### config.mk
export PLATFORM = sky130hd
export DESIGN_NAME = lpir_ram
export DESIGN_NICKNAME = d
export VERILOG_FILES = /design/src/design/linear_probe_id_registry_assert.svh /design/src/design/lpir_ram.sv
export SDC_FILE = /design/constraint.sdc
export NUM_CORES = 2
export LEC_CHECK = 0
export BUFFER_PORTS_ARGS = -buffer_cell sky130_fd_sc_hd__clkbuf_2
export CAP_MARGIN = 20
export CORE_MARGIN = 5
export CORE_UTILIZATION = 60
export CTS_BUF_LIST = sky130_fd_sc_hd__clkbuf_4 sky130_fd_sc_hd__clkbuf_8
export DETAILED_ROUTE_END_ITERATION = 7
export PLACE_DENSITY = 0.76
export REMOVE_ABC_BUFFERS = 1
export SLEW_MARGIN = 20
export SYNTH_ARGS = -nofsm -noshare
export SYNTH_HDL_FRONTEND = slang
export SYNTH_SLANG_ARGS = --single-unit
### constraint.sdc
create_clock -name clk -period 6.3 [get_ports clk]
set_clock_uncertainty 0.05 [all_clocks]
set_input_delay 0.315 -clock clk [delete_from_list [all_inputs] [get_ports clk]]
set_output_delay 0.315 -clock clk [all_outputs]
set_load 0.005 [all_outputs]
### src/design/linear_probe_id_registry_assert.svh
// Assertion macros for the linear probe id registry.
// Uses the clk and rst_n names of the module that includes this file.
`ifndef LINEAR_PROBE_ID_REGISTRY_ASSERT_SVH
`define LINEAR_PROBE_ID_REGISTRY_ASSERT_SVH

// Same-cycle implication, checked out of reset
`define LPIR_ASSERT_IMP(label, ante, cons, msg) \
    label: assert property (@(posedge clk) disable iff (!rst_n) (ante) |-> (cons)) \
        else $error(msg);

// Next-cycle implication, checked out of reset
`define LPIR_ASSERT_NXT(label, ante, cons, msg) \
    label: assert property (@(posedge clk) disable iff (!rst_n) (ante) |=> (cons)) \
        else $error(msg);

`endif

### src/design/lpir_ram.sv
// Generic single-write, single-read RAM with a registered read port.
// No dependencies.
`default_nettype none

module lpir_ram #(
    parameter int WIDTH = 8,
    parameter int DEPTH = 256
) (
    input  wire logic                      clk,
    input  wire logic                      we,
    input  wire logic [$clog2(DEPTH)-1:0]  waddr,
    input  wire logic [WIDTH-1:0]          wdata,
    input  wire logic                      re,
    input  wire logic [$clog2(DEPTH)-1:0]  raddr,
    output      logic [WIDTH-1:0]          rdata
);

    logic [WIDTH-1:0] mem_reg [DEPTH];
    logic [WIDTH-1:0] rdata_reg;

    // Write, then register the read word
    always_ff @(posedge clk)
    begin
        if (we)
        begin
            mem_reg[waddr] <= wdata;
        end
        if (re)
        begin
            rdata_reg <= mem_reg[raddr];
        end
    end

    assign rdata = rdata_reg;

endmodule

`default_nettype wire

# Word level (Yosys, flattened, before mapping)
# Memories as Yosys holds them, arrays and structs flattened. A register that Yosys moved wholly into a read port is not among the register bits.
# Index checks and enable logic that the tools add are counted.
# classes
add_sub_neg	0
multipliers	0
div_mod_pow	0
magnitude_cmp	0
eq_ne	0
shifts	0
n_mux	2
bitwise	0
n_reduce_logical	0
# ops
op	count
two-way mux 1 bit	2
# totals
reg_bits	0
latchBits	0
ramBits	2048
rom_bits	0
in_bits	27
output_inout_bits	8
memories	1
# memory_table
memory	depth	width	rd	rd_ports_with_merged_regs	wr	line_no	text
mem_reg	256	8	1	1	1	lpir_ram.sv:18	logic [WIDTH-1:0] mem_reg [DEPTH];

# Logic depth before layout (Yosys ltp)
# logic_depth
depth_word	2
depth_mapped	11
ltp_nobuf	6

# Worst setup path after synthesis
# No wires, ideal clock.
# synth_path
path_kind	input port to flip-flop
startpoint	input raddr[0]
endpoint	register rdata_reg[2], in the netlist rdata[2], read port of mem_reg (data pin)
arrival_ns	2.122
required_time_ns	5.981
slack_ns	3.859
cell_stages	9
cell_sequence	buf_6 buf_12 buf_8 buf_2 mux4_2 a22oi_1 a21oi_1 nor4_1 nor4_2
# synth_rtl
element	line_no	text
from (decl)	lpir_ram.sv:14	input wire logic [$clog2(DEPTH)-1:0] raddr,
to (decl)	lpir_ram.sv:19	logic [WIDTH-1:0] rdata_reg;

==> run metrics <==
status finished clean; Cell Area, Synth 79640 µm²; CTS max path bufs 4; Post-Route WL 190.5 mm; HPWL after DPL roughly 110 mm; die width between 300 and 400 µm; Internal 21120 µW; Period minus WS final approximately 3.4 ns; kind of critical path input pin to flop; Worst Tran Pin Value between 1 and 1.5 ns; first-pass GRT wire length about 280 mm; die area 140100 µm²; vias per inst between 6 and 7; First-pass DRT Iterations 7; Clock power frac between 30% and 40%; worst vdd ir between 200 and 250 µV; Placer Congestion a little under 0.9; clock-pin slew on the worst setup and hold paths 0.06 ns; Comb pwr share 5.0%; num rows about 130; root buf cell clkbuf_8; DRT antenna net count 0; Yosys warnings 0; H-tree levels 5; Starting Density about three fifths; Async SR Flop Fraction 0%; total track usage between 20% and 30%; Post-synth EDFFs around 2100; storage element area 61740 µm²; most common cell after layout, fill and taps aside edfxtp_1; setup TNS 0 ns; largest net degree at the start of global routing roughly 210; crit end category flop; clock sinks a little over 2000; Max-cap violations 0; area grow syn2layout 10.02%; Remaining Overflow, GRT 0; CTS tree built; Flop pwr share approximately 56%; P_sw 5824 µW; Setup-failing EPs final 0; hold-fix buffer count after cts 11; Netlist cell types 54; Worst-Skew Late Latency 1.00 ns; net switching fraction of the power 21.61%; IO buf count 34; flops & latches, synth 2056; post-synthesis sequential area ratio 77.53%; die height 374.3 µm; PwrDens 307.5 nW/µm²; WP data arrival about 4.1 ns; num ports 35; leakage power 0.02710 µW; CTS Buf Count 325; share of layout cells above drive strength 1 about a quarter; hold crit path type input pin to flop; drt drc 0; Place WS 1.880 ns; drt wl/cell between 30 and 40 µm; fillcell total 8018; relative slew slack around a fifth; Initial DRC Count approximately 5500; PostCTS Resize Cnt 0; final period utilization between 50% and 60%; most frequent cells in the layout 2056 x edfxtp_1, 454 x mux4_2, 340 x clkbuf_8, 279 x nor2_1, 134 x mux2i_1; Largest register FFs 2048; RSZ-0062 raised after global routing no; top_reg_cell synth edfxtp_1; antenna violations before repair 5; number of nets in the layout around 4000; Max Freq between 200 and 300 MHz; Finished Layout Cells 5929; CP Launch Type input pin; final setup margin about 2.9 ns; WP data required a little under 7 ns; dpl cells roughly 5400; vias in the first global route 40220; Synth Instances 3733; crit-path max FO 63; core area 131600 µm²; area of the multi-input gates approximately 16000 µm²; Final Max Slew Viols 0; syn avg cell area between 20 and 25 µm²; Final Hold Fails 0; post-CTS setup repair buffer count 0; Via Count 39770
final cells by class:
class,instances,area share [%]
clock buffer,413,5.909
tap,1755,2.506
sequential,2056,70.46
timing repair buffer,130,1.482
clock inverter,127,0.7911
antenna,4,0.01142
inverter,2,0.008568
multi-input combinational,1442,18.83
cell families after synthesis:
logic type	count (synthesis)	share of synthesized area (%)
buf+inv	235	1.829
simple gates	466	2.625
flops	2056	77.53
mux	591	14.60
compound gates	385	3.416
cells in the mapped netlist, drive strengths merged (4+ instances only):
master	instances	area share (%)
edfxtp	2056	78
mux4	456	13
nor2	282	1.3
mux2i	134	1.7
a22oi	133	1.3
buf	122	1.3
clkbuf	111	0.52
a21oi	96	0.60
o221ai	47	0.52
nand3	34	0.21
nand2	33	0.16
nor2b	31	0.24
o22ai	28	0.22
nor4	27	0.24
nor3	22	0.14
a211oi	16	0.15
a221oi	14	0.16
o21ai	12	0.075
nand4	10	0.079
o211ai	10	0.094
a22o	8	0.088
nand2b	8	0.063
and2	6	0.047
a2111oi	5	0.066
o22a	5	0.055
o32ai	5	0.064
or2	4	0.031
layer usage:
layer,part of all wire (%),track usage [%],vias up
met4,4.0,10.84,6
met5,0.091,0.7204,-
met2,47,40.95,2649
met1,36,37.63,20550
met3,13,9.936,402
li1,-,-,16160
critical path: stages:
cell	delay, ns
buf_8	0.53
buf_12	0.37
buf_12	0.40
buf_4	0.32
mux4_2	0.55
a22oi_1	0.18
a21oi_1	0.11
nor4_1	0.92
nor4_1	0.10
power by group through the flow:
| stage | Combinational (µW) | Clock (µW) | Sequential, µW |
|---|---|---|---|
| floorplan | 529 | 0 | 15400 |
| global placement | 1280 | 0 | 15400 |
| detailed placement | 1310 | 0 | 15400 |
| CTS | 1320 | 10600 | 15100 |
| global route | 1390 | 11300 | 15100 |
| finish | 1330 | 10500 | 15100 |
final timing paths:
| path | start | end | slack [ns] | depth (start not counted) |
|---|---|---|---|---|
| worst max-delay path | raddr[0] | rdata[7]$_DFFE_PP_ | 2.86 | 9 |
| worst min-delay path | wdata[0] | mem_reg[114][0]$_DFFE_PP_ | 0.04 | 1 |
| worst max register to register | mem_reg[67][1]$_DFFE_PP_ | rdata[1]$_DFFE_PP_ | 3.11 | 5 |
| worst min register to register | mem_reg[32][5]$_DFFE_PP_ | rdata[5]$_DFFE_PP_ | 1.04 | 6 |
stage by stage:
step	hold WS [ns]	utilization (%)	instance area [µm²]	power (µW)
floorplan	0.3639	-	78190	15920
global placement	0.8092	61.92	81500	16680
detailed placement	0.8139	61.95	81550	16710
CTS	0.02034	66.50	87530	27000
global route	0.07148	66.56	87620	27810
finish	0.03569	66.56	87620	26950
(Power assumes the default switching activity.)
